$ cat src/afc_pkg.sv
// Shared types and constants for the box/frustum layer cull pipeline.
// Used by afc_regs, afc_cell and aabb_frustum_layer_cull; depends on nothing.
package afc_pkg;

  localparam int unsigned NumPlanes = 6;
  localparam int unsigned NumAxes   = 3;
  localparam int unsigned NumCells  = NumPlanes * NumAxes;

  // Plane word: nx, ny, nz (Q1.14) low to high, then d (Q11.4) in the top lane
  localparam int unsigned LaneW  = 16;
  localparam int unsigned PlaneW = 64;
  localparam int unsigned MaskW  = 32;
  localparam int unsigned DataW  = 64;
  localparam int unsigned AddrW  = 6;
  localparam int unsigned IdxW   = 3;

  // Three Q.18 products plus d scaled by 2^14 stay within 35 signed bits
  localparam int unsigned ProdW = 2 * LaneW;
  localparam int unsigned AccW  = 35;
  localparam int unsigned DFrac = 14;

  // Register indexes
  localparam logic [IdxW-1:0] RegPlaneLeft = 3'd0;
  localparam logic [IdxW-1:0] RegViewMask  = 3'd6;

  typedef struct packed {
    logic [31:0] entity_index;
    logic [31:0] visible_index;
    logic [31:0] material_id;
    logic [63:0] sort_key;
  } afc_ids_t;

  typedef struct packed {
    afc_ids_t                         ids;
    logic [NumAxes-1:0][LaneW-1:0]    box_min;
    logic [NumAxes-1:0][LaneW-1:0]    box_max;
    logic                             cull;
    logic [AccW-1:0]                  acc;
  } afc_stage_t;

endpackage

$ cat src/afc_regs.sv
// APB-style configuration registers: six frustum planes and the view layer mask.
// Depends on afc_pkg.
module afc_regs (
  input  logic                                          clk_i,
  input  logic                                          rst_ni,
  input  logic                                          psel,
  input  logic                                          penable,
  input  logic                                          pwrite,
  input  logic [afc_pkg::AddrW-1:0]                     paddr,
  input  logic [afc_pkg::DataW-1:0]                     pwdata,
  output logic [afc_pkg::DataW-1:0]                     prdata,
  output logic                                          pready,
  output logic [afc_pkg::NumPlanes-1:0][afc_pkg::PlaneW-1:0] planes_o,
  output logic [afc_pkg::MaskW-1:0]                     view_mask_o
);

  logic [afc_pkg::NumPlanes-1:0][afc_pkg::PlaneW-1:0] planes_q;
  logic [afc_pkg::MaskW-1:0]                          view_mask_q;
  logic [afc_pkg::IdxW-1:0]                           idx;
  logic                                               wr_en;

  assign pready = 1'b1;
  assign idx    = paddr[afc_pkg::AddrW-1:afc_pkg::AddrW-afc_pkg::IdxW];
  assign wr_en  = psel && penable && pwrite;

  // Write on the access phase; ignore indexes past the list
  always_ff @(posedge clk_i or negedge rst_ni) begin
    if (!rst_ni) begin
      planes_q    <= '0;
      view_mask_q <= '1;
    end else if (wr_en) begin
      if (idx < afc_pkg::RegViewMask) begin
        planes_q[idx] <= pwdata;
      end else if (idx == afc_pkg::RegViewMask) begin
        view_mask_q <= pwdata[afc_pkg::MaskW-1:0];
      end
    end
  end

  // Read back the addressed register
  always_comb begin
    prdata = '0;
    if (idx < afc_pkg::RegViewMask) begin
      prdata = planes_q[idx];
    end else if (idx == afc_pkg::RegViewMask) begin
      prdata = {{(afc_pkg::DataW-afc_pkg::MaskW){1'b0}}, view_mask_q};
    end
  end

  assign planes_o    = planes_q;
  assign view_mask_o = view_mask_q;

endmodule

$ cat config.mk
export PLATFORM = sky130hd
export DESIGN_NAME = afc_regs
export DESIGN_NICKNAME = d
export VERILOG_FILES = /design/src/afc_pkg.sv /design/src/afc_regs.sv
export SDC_FILE = /design/constraint.sdc
export NUM_CORES = 1
export LEC_CHECK = 0
export ABC_AREA = 0
export BUFFER_PORTS_ARGS = -buffer_cell sky130_fd_sc_hd__buf_2
export CORE_AREA = 2 2 214 216
export CTS_CLUSTER_DIAMETER = 30
export DETAILED_ROUTE_END_ITERATION = 6
export DIE_AREA = 0 0 216 218
export PLACE_DENSITY = 0.66
export SLEW_MARGIN = 30
export SYNTH_ARGS = -nofsm -noshare
export SYNTH_HDL_FRONTEND = slang
export SYNTH_SLANG_ARGS = --single-unit
$ cat constraint.sdc
create_clock -name clk_i -period 2.3 [get_ports clk_i]
set_input_delay 0.23 -clock clk_i [delete_from_list [all_inputs] [get_ports clk_i]]
set_output_delay 0.23 -clock clk_i [all_outputs]
set_load 0.05 [all_outputs]
==> results.yml, run 1 <==
status:
  status: "completed"
floorplanning:
  rows: 78
  coreArea_mm2: 0.04489
  start_util_pct: 42.70
  die_area_mm2: 0.04709
  die_h_um: 218
  fp.dieW_um: 216
  num_io_pins: 556
flow_run:
  maxCapViolations: 0
sta:
  slew_violations: 0
  fin_crit_sh_pct: 95.41
  max_slew_margin_pct: 51.45
  grt_setup_unrepaired: "no"
  finalCriticalPeriod_ns: 2.194
  tns_ns: 0
  hold_viol: 0
  worst_pin_slew_ns: 0.7275
  finClkSkew_ns: 0
  fmax_mhz: 455.7
  setup_viol: 0
  whs_ns: 0.1276
clock_tree:
  ctsRootBufferMaster: "clkbuf_16"
  cts_buffers: 94
  clockBufferDepth: 3
  cts_tree: "built"
  htree_levels: 3
  post_cts_buffers: 0
  clkSinkCount: 416
  path_clk_slew_ns: 0.04
  clkLatencyLatePin_ns: 0.60
global_route:
  busiest_layer: "met2"
  antenna_found_initial: 3
  track_usage_pct: 27.58
  grt-ovfl-total: 0
  grt_pass1_wl_um: 97780
  grtUsageMet1_pct: 32.98
  grt_pass1_vias: 15590
  grt_util_met3_pct: 8.912
  grt_util_met2_pct: 45.56
  grt_max_degree: 72
power_and_ir_drop:
  leakagePower_nw: 13.76
  switching_share_pct: 39.00
  p_int_mw: 21.33
  power.share.sequential_pct: 28.8
  combPwrFrac_pct: 31.7
  p_per_area_mw_per_mm2: 1283
  clock_power_share_pct: 39.5
  p_sw_mw: 13.64
  vdd_drop_max_mv: 0.9878
logic_synthesis:
  yosysTopAreaCellShare_pct: 50.13
  synth.largest_area_cell: "dfrtp_1"
  syn-num-nets: 1373
  synth_top_cells_by_area: "dfrtp_1 50%, mux2_2 23%, mux2i_1 5.8%"
  postSynthCellCount: 1298
  synth_ff_type: "dfrtp_1"
  yosysMostFrequentCell: "mux2_2"
  synth-edff-count: 0
  ys_seq_elements: 416
  ys_types: 36
  seq_area_frac_synth_pct: 54.52
  synth_area_per_cell_um2: 14.77
  synth_warnings: 0
  synth_area_mm2: 0.01917
  yosys-top-cells-count: "386 x mux2_2, 384 x dfrtp_1, 111 x mux2i_1, 60 x mux2_4, 58 x a221oi_1"
  async_flop_share_pct: 100.0
final_layout:
  final_nets: 2063
  areaGrowthSynthToFinish_pct: 42.17
  layoutNonFillerInstCount: 2668
  multi_input_area_mm2: 0.008334
  layout-drive-gt1-share_pct: 63.33
  seq_area_mm2: 0.01045
  final_cell_area_mm2: 0.02725
  n_fill_cell: 3494
  utilization_pct: 60.71
min_path:
  hold_path_class: "input pin to asynchronous set/reset pin"
critical_path:
  crit_slowest_cell: "dfrtp_1"
  crit_path_frequent_cell: "a221oi_1"
  cp_cell_sequence: "mux2_2, a221oi_1, a221oi_1, buf_2"
  cpPeakStageDelay_ns: 0.41
  rr_startpoint: "planes_o[312]$_DFFE_PN0P_"
  worstSetupEndpointType: "output port"
  crit_type: "register to output port"
  start_kind: "register"
  r2r_slack_ns: 1.47
  path_buf_inv: 1
  required_ns: 2.07
  crit_family: "compound AO/OA/AOI/OAI gates"
  worstPathArrival_ns: 1.96
  path_max_fanout: 3
  r2r_cells: 1
  worstReg2RegEnd: "planes_o[312]$_DFFE_PN0P_"
drt:
  drc_errors: 0
  vias: 14690
  drt_pass1_iterations: 6
  wl_per_cell_um: 24.83
  routed_wl_um: 66250
  via_per_inst: 5.506
  first_iter_violations: 888
  ant_nets: 0
place:
  hpwlAfterDp_um: 44090
  globalplace.congestion: 0.8708
  placed_cell_area_mm2: 0.02327
  numPlacedInstances: 2427
  io_buffers: 551
[flip-flops by register name, summed over array words and instances, names as in the netlist]
register / cells
view_mask_o: 32
planes_o: 384
[layout by cell type (no fill, tap or decap), types with 23 or more instances in the layout]
master         Yosys  final
mux2_2           386    386
clkbuf_16          0     97
buf_12             6     32
clkinv_2           0     23
a221oi_1          58     38
dfrtp_1          384    384
dfstp_2           32     32
mux2_1            29     29
mux2_4            60     60
buf_4              2     43
buf_2             54    549
dlygate4sd3_1      0     65
mux2i_1          111    111
[layout make-up]
class	count	area share [%]
inverters	2	0.02755
repair buffers	691	16.11
clock inverters	60	2.681
flip-flops and latches	416	38.35
multi-input cells	783	30.58
diodes	1	0.009182
clock buffers	115	9.485
well taps	600	2.755
[power groups by stage]
stage                     Combinational (mW)  Sequential [mW]  Clock (mW)
final                                   11.1             10.1        13.8
after floorplan                         3.01             15.0           0
after global placement                  10.9             10.1           0
after detailed placement                11.0             10.1           0
after CTS                               11.1             10.1        14.0
after global routing                    11.5             10.3        14.4
[cell families after synthesis]
| family | Yosys count | share of synthesized area, % |
|---|---|---|
| other | 1 | 0.01956 |
| DFF | 416 | 54.52 |
| muxes | 586 | 34.88 |
| and+or+nand+nor | 70 | 2.232 |
| AOI/OAI and AO/OA | 126 | 5.437 |
| buffers and inverters | 99 | 2.918 |
[stage by stage]
step | worst slack, ns | power (mW)
floorplan | -0.3671 | 17.98
global placement | 0.1862 | 20.96
detailed placement | 0.1187 | 21.11
CTS | 0.03188 | 35.17
global route | 0.01285 | 36.17
finish | 0.1056 | 34.97
[worst max-delay path by stage]
stage | cells after the start | endpoint | slack [ns] | from
after floorplan | 6 | prdata[15] | -0.37 | paddr[3]
after global placement | 6 | prdata[41] | 0.19 | paddr[3]
after detailed placement | 5 | planes_o[223]$_DFFE_PN0P_ | 0.12 | paddr[3]
after CTS | 5 | prdata[17] | 0.03 | planes_o[273]$_DFFE_PN0P_
after global routing | 4 | prdata[31] | 0.01 | planes_o[351]$_DFFE_PN0P_
final | 4 | prdata[31] | 0.11 | planes_o[351]$_DFFE_PN0P_
[timing repair]
action / in CTS / in global routing
hold buffers: 65 / 0
gates resized for setup: 0 / 2
endpoints found under the setup margin: 0 / 2
endpoints found under the hold margin: 661 / 0
[routing by layer]
metal  routed length, um  share of wire [%]
met1               26390                 40
met2               32300                 49
met3                5228                7.9
met4                2292                3.5
met5                  34              0.051
(Power assumes the default switching activity.)
==> run 2, diff against run 1 <==
CELL_PAD_IN_SITES_DETAIL_PLACEMENT = 1   (was unset)
CELL_PAD_IN_SITES_GLOBAL_PLACEMENT = 1   (was unset)
CORE_AREA = 2 2 216 218   (was 2 2 214 216)
DIE_AREA = 0 0 218 220   (was 0 0 216 218)
PLACE_DENSITY = 0.78   (was 0.66)
==> run 2 against run 1 <==
  * Via count is 5.7% higher
  * Clock skew did not move
  * Highest routed layer unchanged
  * Combinational power rose by 4%
  * Maximum frequency is 3.3% lower
  * Hold slack gained 0.052 ns
  * Critical path depth increased by 1
  * Register-to-register slack lost 0.10 ns
  * Power up 2.8%
  * Global-route usage rose by 4.9 points
==> results.yml, run 2 (synthesis results as in run 1) <==
drt:
  via_per_inst: 5.783
  drt_pass1_iterations: 5
  ant_nets: 0
  first_iter_violations: 821
  drc_errors: 0
  routed_wl_um: 79440
  vias: 15530
  wl_per_cell_um: 29.59
critical_path:
  crit_type: "register to output port"
  r2r_slack_ns: 1.37
  worstSetupEndpointType: "output port"
  r2r_cells: 2
  worstPathArrival_ns: 2.04
  path_max_fanout: 2
  worstReg2RegEnd: "planes_o[335]$_DFFE_PN0P_"
  rr_startpoint: "planes_o[335]$_DFFE_PN0P_"
  start_kind: "register"
  required_ns: 2.07
clock_tree:
  cts_tree: "built"
  path_clk_slew_ns: 0.05
  ctsRootBufferMaster: "clkbuf_16"
  htree_levels: 3
  clockBufferDepth: 3
  clkSinkCount: 416
  cts_buffers: 95
  clkLatencyLatePin_ns: 0.62
global_route:
  grt_max_degree: 73
  track_usage_pct: 32.44
  grt_pass1_vias: 17420
  antenna_found_initial: 3
  grt_pass1_wl_um: 115600
  grt-ovfl-total: 0
power_and_ir_drop:
  p_per_area_mw_per_mm2: 1315
  power.share.sequential_pct: 28.4
  leakagePower_nw: 13.76
  switching_share_pct: 40.16
  vdd_drop_max_mv: 0.9206
  p_sw_mw: 14.44
  clock_power_share_pct: 39.7
  combPwrFrac_pct: 31.9
  p_int_mw: 21.52
floorplanning:
  die_h_um: 220
  coreArea_mm2: 0.04586
  fp.dieW_um: 218
  die_area_mm2: 0.04796
  rows: 79
  start_util_pct: 41.79
  num_io_pins: 556
min_path:
  hold_path_class: "input pin to asynchronous set/reset pin"
final_layout:
  final_cell_area_mm2: 0.02735
  layoutNonFillerInstCount: 2685
  layout_common_cells: "547 x buf_2, 386 x mux2_2, 384 x dfrtp_1"
  multi_input_area_mm2: 0.008344
  final_common_cell: "buf_2"
  largest_reg_flops: 384
  layout-drive-gt1-share_pct: 63.39
  n_fill_cell: 4518
  final_nets: 2072
  areaGrowthSynthToFinish_pct: 42.68
  seq_area_mm2: 0.01045
place:
  place_ws_ns: 0.1636
  numPlacedInstances: 2441
  globalplace.congestion: 0.8537
  placed_cell_area_mm2: 0.02329
  io_buffers: 551
  hpwlAfterDp_um: 48430
sta:
  finClkSkew_ns: 0
  fin_crit_sh_pct: 98.63
  hold_viol: 0
  tns_ns: 0
  finalCriticalPeriod_ns: 2.268
  max_slew_margin_pct: 60.39
  fmax_mhz: 440.8
  layout_setup_ws_ns: 0.03154
  worst_pin_slew_ns: 0.5941
  whs_ns: 0.1800
  slew_violations: 0
  setup_viol: 0
flow_run:
  maxCapViolations: 0
status:
  status: "completed"
-- run 2: per-layer routing --
metal  up-vias  GRT usage (%)  wire length, um
met5         -              0                7
met4         2          17.62             3900
met3       250          9.137             6137
met2       774          55.12            39420
met1      8199          37.01            29980
li1       6302              -                -
-- run 2: power by group through the flow --
stage          Combinational, mW  Sequential, mW  Clock [mW]
2_1_floorplan               3.01            15.0           0
3_3_place_gp                10.9            10.0           0
3_5_place_dp                11.1            10.2           0
4_1_cts                     11.4            10.2        14.4
5_1_grt                     11.8            10.4        14.8
6_report                    11.5            10.2        14.3
-- run 2: worst max path at each step --
| stage | start | end | cells past startpoint |
|---|---|---|---|
| 6_report | planes_o[335]$_DFFE_PN0P_ | prdata[15] | 5 |
| 4_1_cts | planes_o[335]$_DFFE_PN0P_ | prdata[15] | 5 |
| 2_1_floorplan | paddr[3] | prdata[15] | 6 |
| 3_5_place_dp | paddr[4] | prdata[22] | 6 |
| 5_1_grt | planes_o[271]$_DFFE_PN0P_ | prdata[15] | 5 |
| 3_3_place_gp | paddr[4] | prdata[22] | 6 |
-- run 2: worst max-delay path, stage by stage (launching register included) --
cell      delay (ns)
dfrtp_1         0.39
mux2_2          0.28
a221oi_2        0.31
a221oi_2        0.07
buf_4           0.16
buf_4           0.18
-- run 2: timing repair --
action                                 in CTS  in global routing
endpoints found under the hold margin     464                  0
pin swaps                                   0                  1
hold buffers                               65                  0
setup buffers                               0                  1
resized for setup                           3                  2
gates cloned                                0                  0
setup endpoints to repair                   2                  2
-- run 2: through the flow --
| step | power [mW] | util (%) |
|---|---|---|
| after floorplan | 17.98 | - |
| after global placement | 20.97 | 50.79 |
| after detailed placement | 21.27 | 50.79 |
| after CTS | 36.02 | 59.58 |
| after global routing | 36.99 | 59.63 |
| final | 35.96 | 59.63 |
-- run 2: area by class of cell --
type                            instances  share of cell area (%)
Tap cell                              607                   2.777
Sequential cell                       416                   38.21
Clock inverter                         57                   2.759
Clock buffer                          119                   9.543
Multi-Input combinational cell        783                   30.51
Inverter                                2                 0.02745
Timing Repair Buffer                  699                   16.16
Antenna cell                            2                 0.01830
