--- src/afc_pkg.sv ---
// Shared types and constants for the box/frustum layer cull pipeline.
// Used by afc_regs, afc_cell and aabb_frustum_layer_cull; depends on nothing.
package afc_pkg;

  localparam int unsigned NumPlanes = 6;
  localparam int unsigned NumAxes   = 3;
  localparam int unsigned NumCells  = NumPlanes * NumAxes;

  // Plane word: nx, ny, nz (Q1.14) low to high, then d (Q11.4) in the top lane
  localparam int unsigned LaneW  = 16;
  localparam int unsigned PlaneW = 64;
  localparam int unsigned MaskW  = 32;
  localparam int unsigned DataW  = 64;
  localparam int unsigned AddrW  = 6;
  localparam int unsigned IdxW   = 3;

  // Three Q.18 products plus d scaled by 2^14 stay within 35 signed bits
  localparam int unsigned ProdW = 2 * LaneW;
  localparam int unsigned AccW  = 35;
  localparam int unsigned DFrac = 14;

  // Register indexes
  localparam logic [IdxW-1:0] RegPlaneLeft = 3'd0;
  localparam logic [IdxW-1:0] RegViewMask  = 3'd6;

  typedef struct packed {
    logic [31:0] entity_index;
    logic [31:0] visible_index;
    logic [31:0] material_id;
    logic [63:0] sort_key;
  } afc_ids_t;

  typedef struct packed {
    afc_ids_t                         ids;
    logic [NumAxes-1:0][LaneW-1:0]    box_min;
    logic [NumAxes-1:0][LaneW-1:0]    box_max;
    logic                             cull;
    logic [AccW-1:0]                  acc;
  } afc_stage_t;

endpackage

--- src/afc_cell.sv ---
// One pipeline cell: multiplies one normal component by the positive-vertex
// coordinate of one axis and adds it to the running plane sum. Depends on afc_pkg.
module afc_cell (
  input  logic                           clk_i,
  input  logic                           rst_ni,
  input  logic                           valid_i,
  output logic                           ready_o,
  input  afc_pkg::afc_stage_t            stage_i,
  output logic                           valid_o,
  input  logic                           ready_i,
  output afc_pkg::afc_stage_t            stage_o,
  input  logic [afc_pkg::LaneW-1:0]      normal_i,
  input  logic [1:0]                     axis_i,
  input  logic                           restart_i,
  input  logic [afc_pkg::AccW-1:0]       seed_i
);

  logic                               valid_q;
  afc_pkg::afc_stage_t                stage_q;
  afc_pkg::afc_stage_t                stage_d;
  logic signed [afc_pkg::LaneW-1:0]   coord;
  logic signed [afc_pkg::ProdW-1:0]   prod;
  logic [afc_pkg::AccW-1:0]           acc_base;
  logic                               cull_base;

  assign ready_o = !valid_q || ready_i;

  // Pick the positive vertex along this axis and form the product
  always_comb begin
    coord = normal_i[afc_pkg::LaneW-1] ? $signed(stage_i.box_min[axis_i])
                                       : $signed(stage_i.box_max[axis_i]);
    prod  = $signed(normal_i) * coord;
  end

  // At a plane boundary, fold the previous plane's sign into the cull flag
  always_comb begin
    acc_base  = restart_i ? seed_i : stage_i.acc;
    cull_base = restart_i ? (stage_i.cull | stage_i.acc[afc_pkg::AccW-1]) : stage_i.cull;
    stage_d      = stage_i;
    stage_d.cull = cull_base;
    stage_d.acc  = acc_base +
                   {{(afc_pkg::AccW-afc_pkg::ProdW){prod[afc_pkg::ProdW-1]}}, prod};
  end

  // Advance when the neighbor takes our transaction or we are empty
  always_ff @(posedge clk_i or negedge rst_ni) begin
    if (!rst_ni) begin
      valid_q <= 1'b0;
    end else if (ready_o) begin
      valid_q <= valid_i;
    end
  end

  always_ff @(posedge clk_i) begin
    if (valid_i && ready_o) begin
      stage_q <= stage_d;
    end
  end

  assign valid_o = valid_q;
  assign stage_o = stage_q;

endmodule
--- config.mk ---
export PLATFORM = sky130hd
export DESIGN_NAME = afc_cell
export DESIGN_NICKNAME = d
export VERILOG_FILES = /design/src/afc_pkg.sv /design/src/afc_cell.sv
export SDC_FILE = /design/constraint.sdc
export NUM_CORES = 1
export LEC_CHECK = 0
export BUFFER_PORTS_ARGS = -buffer_cell sky130_fd_sc_hd__buf_2
export CAP_MARGIN = 20
export CORE_AREA = 2 2 250 252
export DETAILED_ROUTE_END_ITERATION = 8
export DIE_AREA = 0 0 252 254
export PLACE_DENSITY_LB_ADDON = 0.12
export SYNTH_ARGS = -nofsm -noshare
export SYNTH_HDL_FRONTEND = slang
export SYNTH_SLANG_ARGS = --single-unit
--- constraint.sdc ---
create_clock -name clk_i -period 8.32 [get_ports clk_i]
set_clock_uncertainty 0.05 [all_clocks]
set_input_delay 0.416 -clock clk_i [delete_from_list [all_inputs] [get_ports clk_i]]
set_output_delay 0.416 -clock clk_i [all_outputs]
set_load 0.03 [all_outputs]
==> out/metrics.cfg, run 1 <==
[run_status]
status = finished clean

[floorplanning]
row_count = 91
fp.coreArea_mm2 = 0.06126
initial_core_util = 0.3537
die_area_mm2 = 0.06401
die_w_um = 252
dieHeight_um = 254
ios = 644

[synth]
synthFlopType = edfxtp_1
synth_cells = 1800
synth_top_area_frac = 0.4048
avgSynthCellArea_um2 = 12.04
yosys_register_bits = 293
synth_area_mm2 = 0.02166
yosys_warnings = 0
synth_most_common_cell = inv_1
synth_cell_type_count = 60
yosys.area.top_type = edfxtp_1
yosysSeqAreaShare = 0.4059
synth_edf_count = 292
ys_top_cells_by_area = edfxtp_1 40%, fa_1 24%, ha_1 6.7%
syn-num-nets = 2529
ys_top_cells_by_count = 316 x inv_1, 292 x edfxtp_1, 263 x fa_1, 159 x nand2_1, 116 x ha_1
synth_async_sr_flop_share = 0.003413

[cts]
cts.sink_count = 293
clockRootBuffer = clkbuf_16
clk_latency_ps = 530
cts_inserted_buffers = 34
clock_path_buffers = 3
cts_tree = built
clock_tree.htree_level_count = 2
path_clk_slew_ps = 60

[timing]
finalCriticalPeriod_ps = 8156
max_slew_margin = 0.2507
fmax_mhz = 122.6
rsz0062_at_grt = yes
slew_violations = 0
finalSetupTns_ps = 0
timing.hold.ws_ps = 18.61
setup_viol = 0
final-hold-violation-count = 0
tightestPinTransition_ps = 1124
finalCritPeriodShare = 0.9803

[setup_path]
reg2reg_depth = 4
crit_fanout = 6
path_buf_inv = 9
reg2reg_slack_ps = 5370
start_kind = input pin
critical-path-max-stage-delay_ps = 550
critPathCaptureType = register
r2r-start = valid_o
path_delay_family = adder cells
arrival_ps = 8410
critPathSlowestCell = fa_1
worstPathRequired_ps = 8580
crit_type = in -> reg
worstReg2RegEnd = stage_o[66]
crit_path_frequent_cell = fa_1

[placed_design]
hpwl_um = 58220
postPlaceCellArea_mm2 = 0.02784
placed_cells = 3444
io_buffers = 643
gp_congestion = 0.8465

[global_routing]
track_usage = 0.2139
grt_pass1_vias = 18167
antenna_found_initial = 12
grt_max_degree = 183
grt.overflow.total = 0
grt_pass1_wl_um = 103300

[routing]
wl_per_cell_um = 19.20
drtPass1Iterations = 5
drt_iter0_drc = 886
post-route-drc-count = 0
ant_nets = 0
via_per_inst = 4.700
num_vias = 17371
wirelength_um = 70950

[worst_hold_path]
worstHoldPathCells = 1
min-delay-path-class = in -> reg
min_from = stage_i[217]
hold_end = stage_o[217]

[final_layout]
stdcell_area_mm2 = 0.03111
final_cells = 3696
nets = 3604
area_growth_pct = 43.61
drive_gt1_frac = 0.3883

[job]
cap_viol_max_count = 0

[state kept, by name, summed over array words and instances, names as in the netlist]
name,cells
valid_o,1
stage_o,292
[worst reg2reg max path, stage by stage, from the launching register on]
cell	delay, ps
dfrtp_1	380
nand2b_1	170
and2_4	520
buf_4	490
buf_12	620
[cells by family after synthesis]
family | synth area share
mux | 0.03390
flops | 0.4059
fa+ha+maj | 0.3100
xor+xnor | 0.02691
simple gates | 0.09339
buf+inv | 0.06417
compound gates | 0.06567
[worst max path at each step]
| stage | from | to | slack, ps | cells after the start |
|---|---|---|---|---|
| floorplan | axis_i[1] | stage_o[34] | -210 | 40 |
| global placement | axis_i[1] | stage_o[34] | -680 | 38 |
| detailed placement | axis_i[1] | stage_o[33] | -820 | 40 |
| CTS | stage_i[46] | stage_o[33] | 30 | 37 |
| global route | stage_i[129] | stage_o[33] | -140 | 39 |
| finish | stage_i[129] | stage_o[33] | 160 | 35 |
[layout make-up]
class,instances,area [um2]
multi-input combinational,1139,11930
antenna,9,22.52
tap,790,988.4
timing repair buffer,1091,7161
fill,5679,30150
inverter,316,1186
sequential,293,8793
clock buffer,42,902.1
clock inverter,16,131.4
[placed cells by master, fill, tap and decap left out, types with 8 or more instances in the layout]
| master | n |
|---|---|
| clkbuf_16 | 35 |
| nand2_1 | 147 |
| and2_1 | 61 |
| buf_4 | 267 |
| ha_1 | 107 |
| a21o_1 | 28 |
| nor2_1 | 55 |
| a21oi_1 | 49 |
| nand2_2 | 11 |
| xor2_1 | 13 |
| nor2b_1 | 57 |
| o21ai_0 | 24 |
| diode_2 | 9 |
| fa_2 | 9 |
| mux2_2 | 34 |
| buf_6 | 12 |
| o21ai_2 | 8 |
| buf_12 | 9 |
| xnor2_1 | 51 |
| a21oi_2 | 11 |
| inv_2 | 9 |
| edfxtp_1 | 292 |
| dlygate4sd3_1 | 161 |
| nand3_1 | 12 |
| buf_2 | 640 |
| mux2i_1 | 33 |
| nand2b_1 | 19 |
| o21a_1 | 11 |
| inv_1 | 307 |
| fa_1 | 254 |
[per-stage QoR]
| stage | setup WS (ps) | utilization |
|---|---|---|
| after floorplan | -207.7 | - |
| after global placement | -680.0 | 0.4545 |
| after detailed placement | -821.4 | 0.4545 |
| after CTS | 26.41 | 0.4988 |
| after global routing | -144.4 | 0.5078 |
| final | 163.6 | 0.5079 |
[repair_timing]
action | CTS | global route
hold endpoints to repair | 160 | 1
setup buffers | 5 | 18
gates resized for setup | 9 | 100
cloned | 0 | 2
hold buffers | 160 | 1
endpoints found under the setup margin | 5 | 8
pin swaps | 2 | 35
[metal layers]
layer  vias to the layer above  share of wire  routed length, um  global-route usage
met5                         -        0.00038                 27                   0
met3                       102          0.058               4143             0.03995
met1                      8681           0.39              27850              0.2636
li1                       8086              -                  -                   -
met4                         4          0.031               2188             0.07625
met2                       498           0.52              36740              0.3748
Power of run 1 is left out: the tool's default activity adds up to more than one toggle a clock period on the data nets, which glitch-free logic cannot reach.
==> inputs of run 2 (changes only) <==
--- a/config.mk
+++ b/config.mk
@@ -7,9 +7,9 @@
 export LEC_CHECK = 0
 export BUFFER_PORTS_ARGS = -buffer_cell sky130_fd_sc_hd__buf_2
 export CAP_MARGIN = 20
-export CORE_AREA = 2 2 250 252
+export CORE_AREA = 2 2 249 251
 export DETAILED_ROUTE_END_ITERATION = 8
-export DIE_AREA = 0 0 252 254
+export DIE_AREA = 0 0 251 253
 export PLACE_DENSITY_LB_ADDON = 0.12
 export SYNTH_ARGS = -nofsm -noshare
 export SYNTH_HDL_FRONTEND = slang
==> run 2 against run 1 <==
Global-route usage increased by 0.70 points. Cell area grew 1.1%. Core utilization grew 0.74 points. Largest cell class unchanged. The flow now finishes with violations (negative setup slack). Register-to-register slack gained 160 ps. Setup slack got worse by 170 ps. Fmax decreased by 2.0%. Flip-flop and latch count stayed put.
==> out/metrics.cfg, run 2 (synthesized netlist as in run 1, its figures left out) <==
[routing]
drt_iter0_drc = 816  ; was 886
wl_per_cell_um = 19.51  ; was 19.20 um
via_per_inst = 4.757  ; was 4.700
wirelength_um = 72510  ; was 70950 um
drtPass1Iterations = 5  ; unchanged
ant_nets = 0  ; unchanged
num_vias = 17681  ; was 17.37k
post-route-drc-count = 0  ; unchanged

[final_layout]
largest_reg_flops = 292  ; unchanged
area_growth_pct = 45.16  ; was 43.61%
mostFrequentLayoutCells = 641 x buf_2, 311 x inv_1, 292 x edfxtp_1  ; was 640 x buf_2, 307 x inv_1, 292 x edfxtp_1
final_common_cell = buf_2  ; unchanged
nets = 3625  ; was 3604
stdcell_area_mm2 = 0.03145  ; was 0.03111 mm2
drive_gt1_frac = 0.3834  ; was 0.3883

[run_status]
status = finished, violations left  ; was finished clean
violations = negative setup slack

[timing]
rsz0062_at_grt = yes  ; unchanged
slew_violations = 0  ; unchanged
final.setup.worst_slack_ps = -4.619  ; was 163.6 ps
timing.hold.ws_ps = 22.37  ; was 18.61 ps
finalCritPeriodShare = 1.001  ; was 0.9803
max_slew_margin = 0.3624  ; was 0.2507
finalCriticalPeriod_ps = 8325  ; was 8156 ps
final-hold-violation-count = 0  ; unchanged
fmax_mhz = 120.1  ; was 122.6 MHz
setup_viol = 1  ; was 0
tightestPinTransition_ps = 956.4  ; was 1124 ps

[cts]
clock_path_buffers = 3  ; unchanged
cts_inserted_buffers = 34  ; unchanged
cts_tree = built  ; unchanged
clockRootBuffer = clkbuf_16  ; unchanged
clk_latency_ps = 530  ; about the same
path_clk_slew_ps = 60  ; about the same
cts.sink_count = 293  ; unchanged
clock_tree.htree_level_count = 2  ; unchanged

[setup_path]
worstPathRequired_ps = 8580  ; about the same
critPathCaptureType = register  ; unchanged
arrival_ps = 8580  ; was 8410 ps
start_kind = input pin  ; unchanged
critPathSlowestCell = fa_1  ; unchanged
crit_fanout = 7  ; was 6
path_delay_family = adder cells  ; unchanged
critical-path-max-stage-delay_ps = 550  ; about the same
path_buf_inv = 11  ; was 9
crit_type = in -> reg  ; unchanged
crit_path_frequent_cell = fa_1  ; unchanged

[placed_design]
io_buffers = 643  ; unchanged
hpwl_um = 58630  ; was 58220 um
gp_congestion = 0.9269  ; was 0.8465
dp_slack_ps = -845.4  ; was -821.4 ps
postPlaceCellArea_mm2 = 0.02772  ; was 0.02784 mm2

[global_routing]
grt_pass1_vias = 18431  ; was 18.17k
grt.overflow.total = 0  ; unchanged
grt_max_degree = 123  ; was 183
track_usage = 0.2209  ; was 0.2139
grt_pass1_wl_um = 106100  ; was 103300 um
antenna_found_initial = 13  ; was 12

[floorplanning]
ios = 644  ; unchanged
dieHeight_um = 253  ; was 254 um
initial_core_util = 0.3550  ; was 0.3537
row_count = 91  ; unchanged
die_area_mm2 = 0.06350  ; was 0.06401 mm2
die_w_um = 251  ; was 252 um
fp.coreArea_mm2 = 0.06103  ; was 0.06126 mm2

[job]
cap_viol_max_count = 0  ; unchanged

[worst_hold_path]
min-delay-path-class = in -> reg  ; unchanged

[run 2: changes by cell type in the layout (fill, tap and decap cells not counted), sizes merged]
cell | previous run | this run
dlygate4sd3 | 161 | 188
buf | 929 | 921
bufinv | 1 | 4
diode | 9 | 6
clkbuf | 42 | 40
inv | 319 | 321
dlymetal6s4s | 0 | 1
mux2 | 36 | 37
[run 2: layer usage]
metal | routed length [um] | up-vias | GRT usage | part of all wire
li1 | - | 8132 | - | -
met1 | 28370 | 8873 | 0.2702 | 0.39
met2 | 37160 | 554 | 0.3882 | 0.51
met3 | 4355 | 112 | 0.04245 | 0.060
met4 | 2561 | 10 | 0.08027 | 0.035
met5 | 69 | - | 0 | 0.00095
[run 2: what timing repair did]
item,in CTS,in global routing
gates resized for setup,38,68
setup endpoints to repair,5,9
pin swaps,29,42
hold endpoints to repair,186,3
gates cloned,2,2
hold buffers,186,3
setup buffers,14,14
[run 2: area by class of cell]
type,count,area [um2]
clock inverters,21,231.5
diodes,6,15.01
multi-input cells,1140,11940
repair buffers,1111,7397
inverters,316,1186
flip-flops and latches,293,8793
clock buffers,40,894.6
well taps,790,988.4
fillers,5505,29580
[run 2: per-stage QoR]
step	TNS (ps)	utilization	cells
floorplan	-394.5	-	1800
global placement	-5561	0.4542	3431
detailed placement	-6694	0.4542	3431
CTS	0	0.5079	3693
global route	-1282	0.5152	3715
finish	-4.619	0.5153	3717
[run 2: path summary, 6_finish.rpt]
path                       cells after the start  slack [ps]   startpoint           to
max                                           41          -5    axis_i[1]  stage_o[32]
min                                            1          20  stage_i[46]  stage_o[46]
max reg2reg                                    4        5530      valid_o  stage_o[76]
min reg2reg                                    2         510      valid_o      valid_o
max in group asynchronous                      2        7960       rst_ni      valid_o
min in group asynchronous                      2         170       rst_ni      valid_o
Power of run 2 is left out for the same reason.
